### src/rtl/core/salc_pkg.sv
// Shared types and constants for the set-associative LRU cache model.
// Holds line and row layouts, outcome and request-kind codes and register indexes.
// No dependencies.
package salc_pkg;

   // Sizing
   localparam int MAX_SET_BITS = 6;
   localparam int WAYS         = 8;
   localparam int ADDR_BITS    = 64;

   localparam int SET_W    = (MAX_SET_BITS > 0) ? MAX_SET_BITS : 1;
   localparam int NUM_SETS = 1 << MAX_SET_BITS;
   localparam int SB_W     = (MAX_SET_BITS > 0) ? $clog2(MAX_SET_BITS + 1) : 1;
   localparam int SHIFT_W  = $clog2(64 + MAX_SET_BITS + 1);
   localparam int WAY_W    = (WAYS > 1) ? $clog2(WAYS) : 1;
   localparam int RANK_W   = WAY_W;
   localparam int CNT_W    = $clog2(WAYS + 1);
   localparam int TAG_W    = ADDR_BITS;

   localparam logic [RANK_W-1:0] RANK_MAX = RANK_W'(WAYS - 1);

   // Port field widths
   localparam int KIND_W     = 2;
   localparam int ADDRESS_W  = 64;
   localparam int OUTCOME_W  = 2;
   localparam int COUNT_W    = 32;
   localparam int CSR_IDX_W  = 2;
   localparam int CSR_DATA_W = 6;
   localparam int SETB_W     = 3;
   localparam int WAYSU_W    = 4;
   localparam int BLKB_W     = 6;

   localparam logic [COUNT_W-1:0] COUNT_MAX = '1;

   // Register indexes
   localparam logic [CSR_IDX_W-1:0] CSR_SET_BITS   = 2'd0;
   localparam logic [CSR_IDX_W-1:0] CSR_WAYS_USED  = 2'd1;
   localparam logic [CSR_IDX_W-1:0] CSR_BLOCK_BITS = 2'd2;

   // Request kinds
   localparam logic [KIND_W-1:0] KIND_LOAD   = 2'd0;
   localparam logic [KIND_W-1:0] KIND_STORE  = 2'd1;
   localparam logic [KIND_W-1:0] KIND_MODIFY = 2'd2;

   typedef enum logic [OUTCOME_W-1:0] {
      OUT_HIT   = 2'd0,
      OUT_FILL  = 2'd1,
      OUT_EVICT = 2'd2
   } outcome_type;

   typedef struct packed {
      logic              valid;
      logic [TAG_W-1:0]  tag;
      logic [RANK_W-1:0] rank;
   } line_type;

   typedef line_type [WAYS-1:0] row_type;

   localparam int ROW_W = $bits(row_type);

   // Result of one lookup: what to report and the row to write back
   typedef struct packed {
      outcome_type outcome;
      row_type     new_row;
   } upd_type;

endpackage

### src/rtl/core/salc_update.sv
// Replacement and recency logic for one set: picks the hit, empty or victim way,
// ages the other lines and builds the row to write back. Depends on salc_pkg.
module salc_update (
   input  salc_pkg::row_type                row,
   input  logic [salc_pkg::WAYS-1:0]        hit_vec,
   input  logic [salc_pkg::WAYS-1:0]        used,
   input  logic [salc_pkg::TAG_W-1:0]       tag,
   output salc_pkg::upd_type                upd
);
   import salc_pkg::*;

   logic              any_hit;
   logic              have_empty;
   logic              have_victim;
   logic [WAY_W-1:0]  hit_way;
   logic [WAY_W-1:0]  empty_way;
   logic [WAY_W-1:0]  victim_way;
   logic [RANK_W-1:0] victim_rank;
   logic [WAY_W-1:0]  sel;
   outcome_type       outcome;
   logic              thr_inf;
   logic [RANK_W-1:0] thr;
   row_type           new_row;

   assign any_hit = |hit_vec;

   // lowest-numbered matching way wins
   always_comb begin
      hit_way = '0;
      for (int v = WAYS - 1; v >= 0; v--) begin
         if (hit_vec[v]) begin
            hit_way = WAY_W'(v);
         end
      end
   end

   // highest-numbered invalid way; oldest valid way, lowest on a tie
   always_comb begin
      have_empty  = 1'b0;
      empty_way   = '0;
      have_victim = 1'b0;
      victim_way  = '0;
      victim_rank = '0;
      for (int v = 0; v < WAYS; v++) begin
         if (used[v] && !row[v].valid) begin
            have_empty = 1'b1;
            empty_way  = WAY_W'(v);
         end
         if (used[v] && row[v].valid && (!have_victim || row[v].rank > victim_rank)) begin
            have_victim = 1'b1;
            victim_way  = WAY_W'(v);
            victim_rank = row[v].rank;
         end
      end
   end

   always_comb begin
      if (any_hit) begin
         sel     = hit_way;
         outcome = OUT_HIT;
      end else if (have_empty) begin
         sel     = empty_way;
         outcome = OUT_FILL;
      end else begin
         sel     = victim_way;
         outcome = OUT_EVICT;
      end
   end

   assign thr_inf = !row[sel].valid;
   assign thr     = row[sel].rank;

   // age every newer line of the set, saturating at the oldest rank
   always_comb begin
      for (int v = 0; v < WAYS; v++) begin
         new_row[v] = row[v];
         if (used[v] && (WAY_W'(v) != sel) && row[v].valid &&
             (thr_inf || row[v].rank < thr) && (row[v].rank != RANK_MAX)) begin
            new_row[v].rank = row[v].rank + 1'b1;
         end
      end
      new_row[sel].valid = 1'b1;
      new_row[sel].tag   = tag;
      new_row[sel].rank  = '0;
   end

   assign upd = {outcome, new_row};

endmodule

### config.mk
export PLATFORM = sky130hd
export DESIGN_NAME = salc_update
export DESIGN_NICKNAME = d
export VERILOG_FILES = /design/src/rtl/core/salc_pkg.sv /design/src/rtl/core/salc_update.sv
export SDC_FILE = /design/constraint.sdc
export NUM_CORES = 1
export LEC_CHECK = 0
export BUFFER_PORTS_ARGS = -buffer_cell sky130_fd_sc_hd__buf_2
export CAP_MARGIN = 40
export CORE_AREA = 2 2 449 451
export DETAILED_ROUTE_END_ITERATION = 16
export DIE_AREA = 0 0 451 453
export GPL_ROUTABILITY_DRIVEN = 0
export PLACE_DENSITY = 0.31
export SYNTH_ARGS = -nofsm -noshare
export SYNTH_HDL_FRONTEND = slang
export SYNTH_SLANG_ARGS = --single-unit
### constraint.sdc
create_clock -name vclk -period 30.5
set_input_delay 6.1 -clock vclk [all_inputs]
set_output_delay 6.1 -clock vclk [all_outputs]
set_load 0.02 [all_outputs]
; ---- After elaboration in Yosys (flattened, before gate mapping)
; Index checks and enable logic that the tools add are counted.
[totals]
register_bits = 0
input_bits = 624
output_inout_bits = 546
[op_classes]
reduce_logical = 89
eq_ne = 15
add_sub_neg = 8
order_cmp = 17
n_mux = 67
[ops]
columns = cell, n
row1 = $bwmux W544, 3
row2 = $demux W68 S3, 3
row3 = $bmux W68 S3, 1
row4 = $mux W68, 2
row5 = $mux W3, 38
row6 = $mux W67, 1
row7 = $logic_and A1 B1 Y1, 56
row8 = $add A3 B1 Y3 const B, 8
row9 = $lt A3 B3 Y1, 8
row10 = $ne A3 B3 Y1 const B, 8
row11 = $gt A3 B3 Y1, 7
row12 = $mux W1, 17
row13 = $logic_not A1 Y1, 16
row14 = $logic_or A1 B1 Y1, 15
row15 = $ne A3 B3 Y1 const A, 4
row16 = $reduce_or A8 Y1, 1
row17 = $ne A2 B3 Y1 const A, 2
row18 = $lt A3 B4 Y1 const B, 1
row19 = $mux W2, 2
row20 = $ge A3 B1 Y1 const B, 1
row21 = $ne A1 B3 Y1 const A, 1
row22 = $reduce_bool A3 Y1, 1

; ---- Longest topological paths before layout
; Gate-level depths: netlist (run 1).
[logic_depth]
depth_word = 42
mapped_depth = 60
ltp_nobuf = 56

; ---- Least setup slack after synthesis (run 1)
; Ideal clock, no wire load.
[synth_timing]
path_kind = input port to output port
from = input port row[67] (netlist name)
to = output port upd[272] (netlist name)
stages = 51
arrival_time_ns = 16.917
path_buffers = 5
slack_ns = 7.483
cell_sequence = buf_4 -> nand3_1 -> ha_1 -> nor2b_1 -> o21ai_0 -> a32oi_1 -> o21bai_1 -> mux2_2 -> ha_1 -> and3_1 -> o21ai_0 -> nand3_1 -> mux2i_1 -> ha_1 -> nor2b_1 -> o21a_1 -> o21a_1 -> nor2_1 -> [... 15 more ...] -> o32a_1 -> buf_2 -> mux2_2 -> ha_1 -> a31oi_1 -> a22oi_4 -> and3_1 -> a21o_1 -> buf_4 -> buf_4 -> and3_1 -> a311oi_1 -> a31oi_1 -> ha_1 -> or3_1 -> o31ai_1 -> o21ai_0 -> a21oi_1
[synth_rtl]
columns = item, line
row1 = start: declaration, salc_update.sv:4  ; input salc_pkg::row_type row,
row2 = end: declaration, salc_update.sv:8  ; output salc_pkg::upd_type upd

==> flow_summary.ini, run 1 <==
[outcome]
status = completed

[place]
hpwlAfterDp_um = 166000
pre_cts_slack_ns = 5.84
io_buffer_count = 1170

[pwr]
p_switching_mw = 0.308
ir_drop_v = 0.0000107
switching_share_pct = 67.5
power_density_nw_per_um2 = 24.4
internal_power_mw = 0.148
clock_power_share_pct = 0
p_leak_nw = 8.14
power_frac_seq_pct = 0
power_frac_comb_pct = 100.0

[setup_path]
cp_max_fo = 36
critPathArrivalTime_ns = 18.67
cp.required_ns = 24.40
path_class = in2out
cp_slowest_stage_delay_ns = 0.61
path_buf_inv = 6
end_kind = output pin
crit_top_cell = ha_1
startpoint_type = input port
crit_family = compound AO/OA/AOI/OAI gates
crit_path_top_delay_cell = buf_4

[yosys]
synth_compound_area_share_pct = 13.7
synth_common_cells = 520 x mux2_2, 61 x nand2_1, 45 x ha_1, 32 x clkbuf_1, 29 x inv_1
synth-simple-area-share_pct = 10.1
synthDominantCellAreaShare_pct = 63.0
seq_area_frac_synth_pct = 0
yosysUniqueCellTypes = 71
synth-xor-area-share_pct = 0
yosysMostFrequentCell = mux2_2
synth_cells = 1034
synth_fa_ha_area_share_pct = 6.06
ys_warn_count = 0
synthMuxAreaShare_pct = 65.3
synth_top_cell_by_area = mux2_2
syn_area_um2 = 9290
syn_nets = 1703
synth.area.top_cells = mux2_2 63%, ha_1 6.1%, nand2_1 2.5%
syn_area_per_cell_um2 = 8.99
synth_top_family_by_area = multiplexers

[min_path]
worstHoldEndpoint = upd[177]
min_from = row[177]
hp-class = in2out
holdPathStages = 3

[floorplanning]
start_util_pct = 4.66
io_pins = 1170
core-area_um2 = 199000
rows = 164
dieArea_um2 = 204000
die_h_um = 453
die_w_um = 451

[routing]
routedWlPerCell_um = 37.3
drt_iter0_markers = 975
drc = 0
num_vias = 15500
avgViaCountPerCell = 3.18
totalWireLength_um = 182000
drtAntennaViolNets = 0
drtPass1Iterations = 6

[timing]
hold_viol_final = 0
fin_crit_sh_pct = 81.2
rsz0062_at_grt = false
fmax_ghz = 0.0404
maxSlewHeadroom_pct = 38.9
setup_viol_count_final = 0
slew_violations = 0
period_needed_ns = 24.77
tightest_slew_ns = 0.908
tns_ns = 0
fin_ws_ns = 5.73

[clock_network]
post_cts_buffers = 0
cts_resized = 0
cts_hold_buf = 0

[cells_and_area]
design.seq.count = 0
fillerInstances = 23300
regArea_um2 = 0
multi_input_area_um2 = 8910
drive_gt1_share_pct = 81.5
area_delta_synth_final_pct = 101
postLayoutCoreUtil_pct = 9.36
nClkBuffers = 0
fin_nets = 2824

[grt]
grt_overflow_total = 0
antenna_found_initial = 180
track_usage_pct = 16.8
grt_max_degree = 42
grt_pass1_wl_um = 214000
grt_pass1_vias = 15000

[flow_run]
maxCapViolCount = 0
## cells by family (layout without fill, tap and decap cells)
family	after synthesis	after routing
other cells	0	55
fa+ha+maj	45	45
compound gates	158	158
mux	541	541
simple gates	183	183
buf+inv	107	1226
## layout by cell type (no fill, tap or decap), types with 10 or more instances in the layout
cell and n:
nand4_1 15, mux2i_1 21, ha_1 45, nand2_1 61, nor3_1 10, a21oi_1 24, inv_1 29, buf_2 1170
o21ai_0 24, buf_4 18, o31ai_1 13, nand3_1 16, diode_2 55, mux2_2 520, nor2b_1 11, nor2_1 22
## tightest hold or removal path, delay by kind of cell
| kind | cells | cell delay (ns) |
|---|---|---|
| mux | 1 | 0.12 |
| buf+inv | 2 | 0.22 |
## per-layer routing
metal | vias up | routed length [um] | track usage (%)
met5 | - | 149 | 0
met4 | 24 | 8240 | 6.11
met3 | 376 | 17800 | 6.79
met2 | 1101 | 92500 | 30.6
met1 | 7654 | 62900 | 17.2
li1 | 6320 | - | -
## worst max-delay path by stage
stage            start        to  depth (start not counted)
3_3_place_gp   row[67]   upd[44]                         49
4_1_cts        row[67]  upd[502]                         50
3_5_place_dp   row[67]  upd[502]                         50
6_report       row[67]  upd[252]                         49
5_1_grt        row[67]  upd[260]                         51
2_1_floorplan  row[67]  upd[272]                         51
## power groups by stage
stage	Sequential, mW	Clock [mW]	Combinational, mW
3_5_place_dp	0	0	0.462
5_1_grt	0	0.000000164	0.479
4_1_cts	0	0	0.464
2_1_floorplan	0	0	0.209
3_3_place_gp	0	0	0.461
6_report	0	0.000000162	0.456
## per-stage QoR
| stage | hold WS [ns] | total power, mW | instances | cell area [um2] |
|---|---|---|---|---|
| floorplan | 12.34 | 0.209 | 1034 | 9290 |
| global placement | 12.54 | 0.461 | 4802 | 18300 |
| detailed placement | 12.54 | 0.462 | 4809 | 18500 |
| CTS | 12.55 | 0.464 | 4809 | 18500 |
| global route | 12.55 | 0.479 | 4843 | 18600 |
| finish | 12.55 | 0.456 | 4864 | 18600 |
## final cells by class
class | count | share of cell area, %
Multi-Input combinational cell | 927 | 47.8
Antenna cell | 55 | 0.738
Inverter | 31 | 0.631
Tap cell | 2656 | 17.8
Timing Repair Buffer | 1195 | 33.0
No activity file was read; power rests on OpenSTA's default activity.
==> run 2, diff against run 1 <==
clock period = 21.4 ns   (was 30.5 ns; I/O delays follow)
==> flow_summary.ini, run 2 (synthesized netlist as in run 1, its figures left out) <==
[outcome]
status = completed

[routing]
drt_iter0_markers = 1015
totalWireLength_um = 179000
routedWlPerCell_um = 36.9
num_vias = 15400
drtPass1Iterations = 5
avgViaCountPerCell = 3.17
drtAntennaViolNets = 0
drc = 0

[timing]
hold_viol_final = 0
tightest_slew_ns = 0.878
slew_violations = 0
tns_ns = 0
fin_crit_sh_pct = 96.4
fmax_ghz = 0.0485
period_needed_ns = 20.63
maxSlewHeadroom_pct = 41.0
setup_viol_count_final = 0
rsz0062_at_grt = false
fin_ws_ns = 0.768

[clock_network]
cts_resized = 0
post_cts_buffers = 0
cts_hold_buf = 0

[place]
io_buffer_count = 1170
dpl_cell_area_um2 = 18700
pre_cts_slack_ns = 0.358
hpwlAfterDp_um = 164000

[floorplanning]
core-area_um2 = 199000
die_h_um = 453
die_w_um = 451
rows = 164
dieArea_um2 = 204000
io_pins = 1170
start_util_pct = 4.66

[setup_path]
cp_slowest_stage_delay_ns = 0.52
path_class = in2out
end_kind = output pin
crit_top_cell = ha_1
cp.required_ns = 17.12
critPathArrivalTime_ns = 16.35
crit_path_top_delay_cell = mux2i_2
startpoint_type = input port
cp_max_fo = 13

[grt]
grt_pass1_wl_um = 212000
grt_max_degree = 64
grt_pass1_vias = 14900
track_usage_pct = 16.6
grt_overflow_total = 0
antenna_found_initial = 178

[pwr]
power_density_nw_per_um2 = 34.5
p_leak_nw = 8.24
ir_drop_v = 0.0000157

[cells_and_area]
layout_common_cells = 1170 x buf_2, 520 x mux2_2, 60 x nand2_1
area_delta_synth_final_pct = 102
fin_nets = 2841
design.seq.count = 0
nClkBuffers = 0
design_area_um2 = 18800
drive_gt1_share_pct = 81.8
fillerInstances = 23500
regArea_um2 = 0
multi_input_area_um2 = 8930
layout_commonest_cell = buf_2

[flow_run]
maxCapViolCount = 0

[min_path]
holdPathStages = 3
hp-class = in2out
run 2: cell count changes in the layout (fill, tap and decap cells not counted), sizes merged:
| cell | delta |
|---|---|
| buf | +16 |
| clkdlybuf4s18 | +1 |
| diode | -20 |
run 2: per-stage QoR:
step	hold WS (ns)	std cells	util, %	total power, mW
floorplan	8.70	1034	-	0.298
global placement	8.90	4824	9.36	0.662
detailed placement	8.91	4826	9.38	0.659
CTS	8.91	4826	9.38	0.663
global route	8.92	4853	9.42	0.687
finish	8.90	4861	9.43	0.648
run 2: layout make-up:
type	instances	area share, %
Antenna cell	35	0.466
Inverter	31	0.626
Multi-Input combinational cell	927	47.5
Tap cell	2656	17.7
Timing Repair Buffer	1212	33.7
run 2: critical path, delay by kind of cell:
| kind | cells | cell delay (ns) |
|---|---|---|
| compound gates | 22 | 4.95 |
| fa+ha+maj | 7 | 2.01 |
| buf+inv | 7 | 1.09 |
| mux | 7 | 2.28 |
| simple gates | 10 | 1.71 |
run 2: power by group:
part            total (mW)  switching, mW  internal, mW
clock network  0.000000229              0   0.000000228
registers                0              0             0
logic                0.648          0.434         0.214
total                0.648          0.434         0.214
run 2: metal layers:
layer | part of all wire, % | wire [um] | track usage [%] | vias up
li1 | - | - | - | 6325
met1 | 33 | 58400 | 16.1 | 7614
met2 | 51 | 92200 | 30.9 | 1084
met3 | 12 | 21000 | 7.99 | 344
met4 | 4.1 | 7390 | 4.87 | 28
met5 | 0.095 | 170 | 0 | -
run 2: final timing paths:
path / start / endpoint / slack [ns]
max: row[67] / upd[138] / 0.77
min: row[277] / upd[277] / 8.90
==> run 3, diff against run 2 <==
BUFFER_PORTS_ARGS = -buffer_cell sky130_fd_sc_hd__clkbuf_2   (was -buffer_cell sky130_fd_sc_hd__buf_2)
==> flow_summary.ini, run 3 (synthesized netlist as in run 1, its figures left out) <==
[place]
hpwlAfterDp_um = 165000
pre_cts_slack_ns = 0.182
io_buffer_count = 1170

[timing]
fin_crit_sh_pct = 95.9
period_needed_ns = 20.51
maxSlewHeadroom_pct = 39.2
tightest_slew_ns = 0.904
setup_viol_count_final = 0
fmax_ghz = 0.0488
tns_ns = 0
slew_violations = 0
hold_viol_final = 0
fin_ws_ns = 0.887
rsz0062_at_grt = false

[grt]
track_usage_pct = 16.7
grt_overflow_total = 0
antenna_found_initial = 134
grt_pass1_vias = 15200
grt_max_degree = 50
grt_util_met3_pct = 8.20
met1_usage_pct = 16.2
busiest_layer = met2
grt_pass1_wl_um = 213000
use_met2_pct = 31.4

[min_path]
worstHoldEndpoint = upd[277]
holdPathStages = 3
hp-class = in2out
min_from = row[277]

[cells_and_area]
fin_nets = 2855
layout_common_cells = 1170 x clkbuf_2, 520 x mux2_2, 60 x nand2_1
fillerInstances = 23400
area_delta_synth_final_pct = 103
nClkBuffers = 0
regArea_um2 = 0
drive_gt1_share_pct = 82.0
design.seq.count = 0
multi_input_area_um2 = 8950
layout_commonest_cell = clkbuf_2

[floorplanning]
core-area_um2 = 199000
die_h_um = 453
rows = 164
dieArea_um2 = 204000
start_util_pct = 4.66
die_w_um = 451
io_pins = 1170

[setup_path]
crit_path_top_delay_cell = or4b_1
end_kind = output pin
critPathArrivalTime_ns = 16.23
cp_max_fo = 11
path_class = in2out
startpoint_type = input port
crit_top_cell = ha_1
cp.required_ns = 17.12
cp_slowest_stage_delay_ns = 0.51

[routing]
drc = 0
drtAntennaViolNets = 0
drt_iter0_markers = 1040
routedWlPerCell_um = 37.0
num_vias = 15200
drtPass1Iterations = 5
totalWireLength_um = 180000
avgViaCountPerCell = 3.13

[outcome]
status = completed

[flow_run]
maxCapViolCount = 0

[pwr]
power_density_nw_per_um2 = 34.8
ir_drop_v = 0.0000165
p_leak_nw = 8.57
run 3: repair_timing:
item	in CTS	in global routing
hold buffers	0	0
buffers inserted	0	7
resized for setup	0	9
endpoints found under the setup margin	0	288
run 3: final cells by class:
| cell class | instances | share of cell area (%) |
|---|---|---|
| inverters | 31 | 0.623 |
| repair buffers | 1226 | 34.1 |
| well taps | 2656 | 17.6 |
| multi-input cells | 927 | 47.4 |
| diodes | 20 | 0.265 |
run 3: stage by stage:
step	cells	area [um2]	utilization, %	hold slack [ns]	power [mW]
CTS	4833	18700	9.40	8.92	0.668
global placement	4829	18700	9.37	8.91	0.665
global route	4850	18900	9.46	8.93	0.697
detailed placement	4833	18700	9.40	8.91	0.666
floorplan	1034	9290	-	8.70	0.298
finish	4860	18900	9.47	8.91	0.658
run 3: how the worst max path moves through the flow:
stage          startpoint        to  slack, ns  depth (start not counted)
5_1_grt            row[1]  upd[274]       0.02                         55
4_1_cts            row[1]  upd[204]       0.12                         52
2_1_floorplan     row[67]  upd[272]       2.02                         51
3_3_place_gp       row[1]    upd[0]       0.12                         51
6_report           row[1]  upd[204]       0.89                         51
3_5_place_dp       row[1]  upd[204]       0.18                         52
run 3: layer usage:
metal | wire length (um) | share of wire (%) | vias to the layer above
met5 | 173 | 0.096 | -
met1 | 59000 | 33 | 7547
met4 | 6520 | 3.6 | 24
li1 | - | - | 6333
met2 | 92900 | 52 | 997
met3 | 21100 | 12 | 300
run 3: critical path: cells and delay by family:
family | cells | cell delay, ns
mux | 7 | 2.35
compound gates | 20 | 4.27
simple gates | 12 | 2.47
buf+inv | 5 | 0.79
fa+ha+maj | 7 | 2.05
run 3: power by group:
part	leakage (nW)	switching, mW	total (mW)	internal [mW]
clock	0.000127	0	0.0000000846	0.0000000844
combinational	8.57	0.441	0.658	0.217
sequential	0	0	0	0
total	8.57	0.441	0.658	0.217
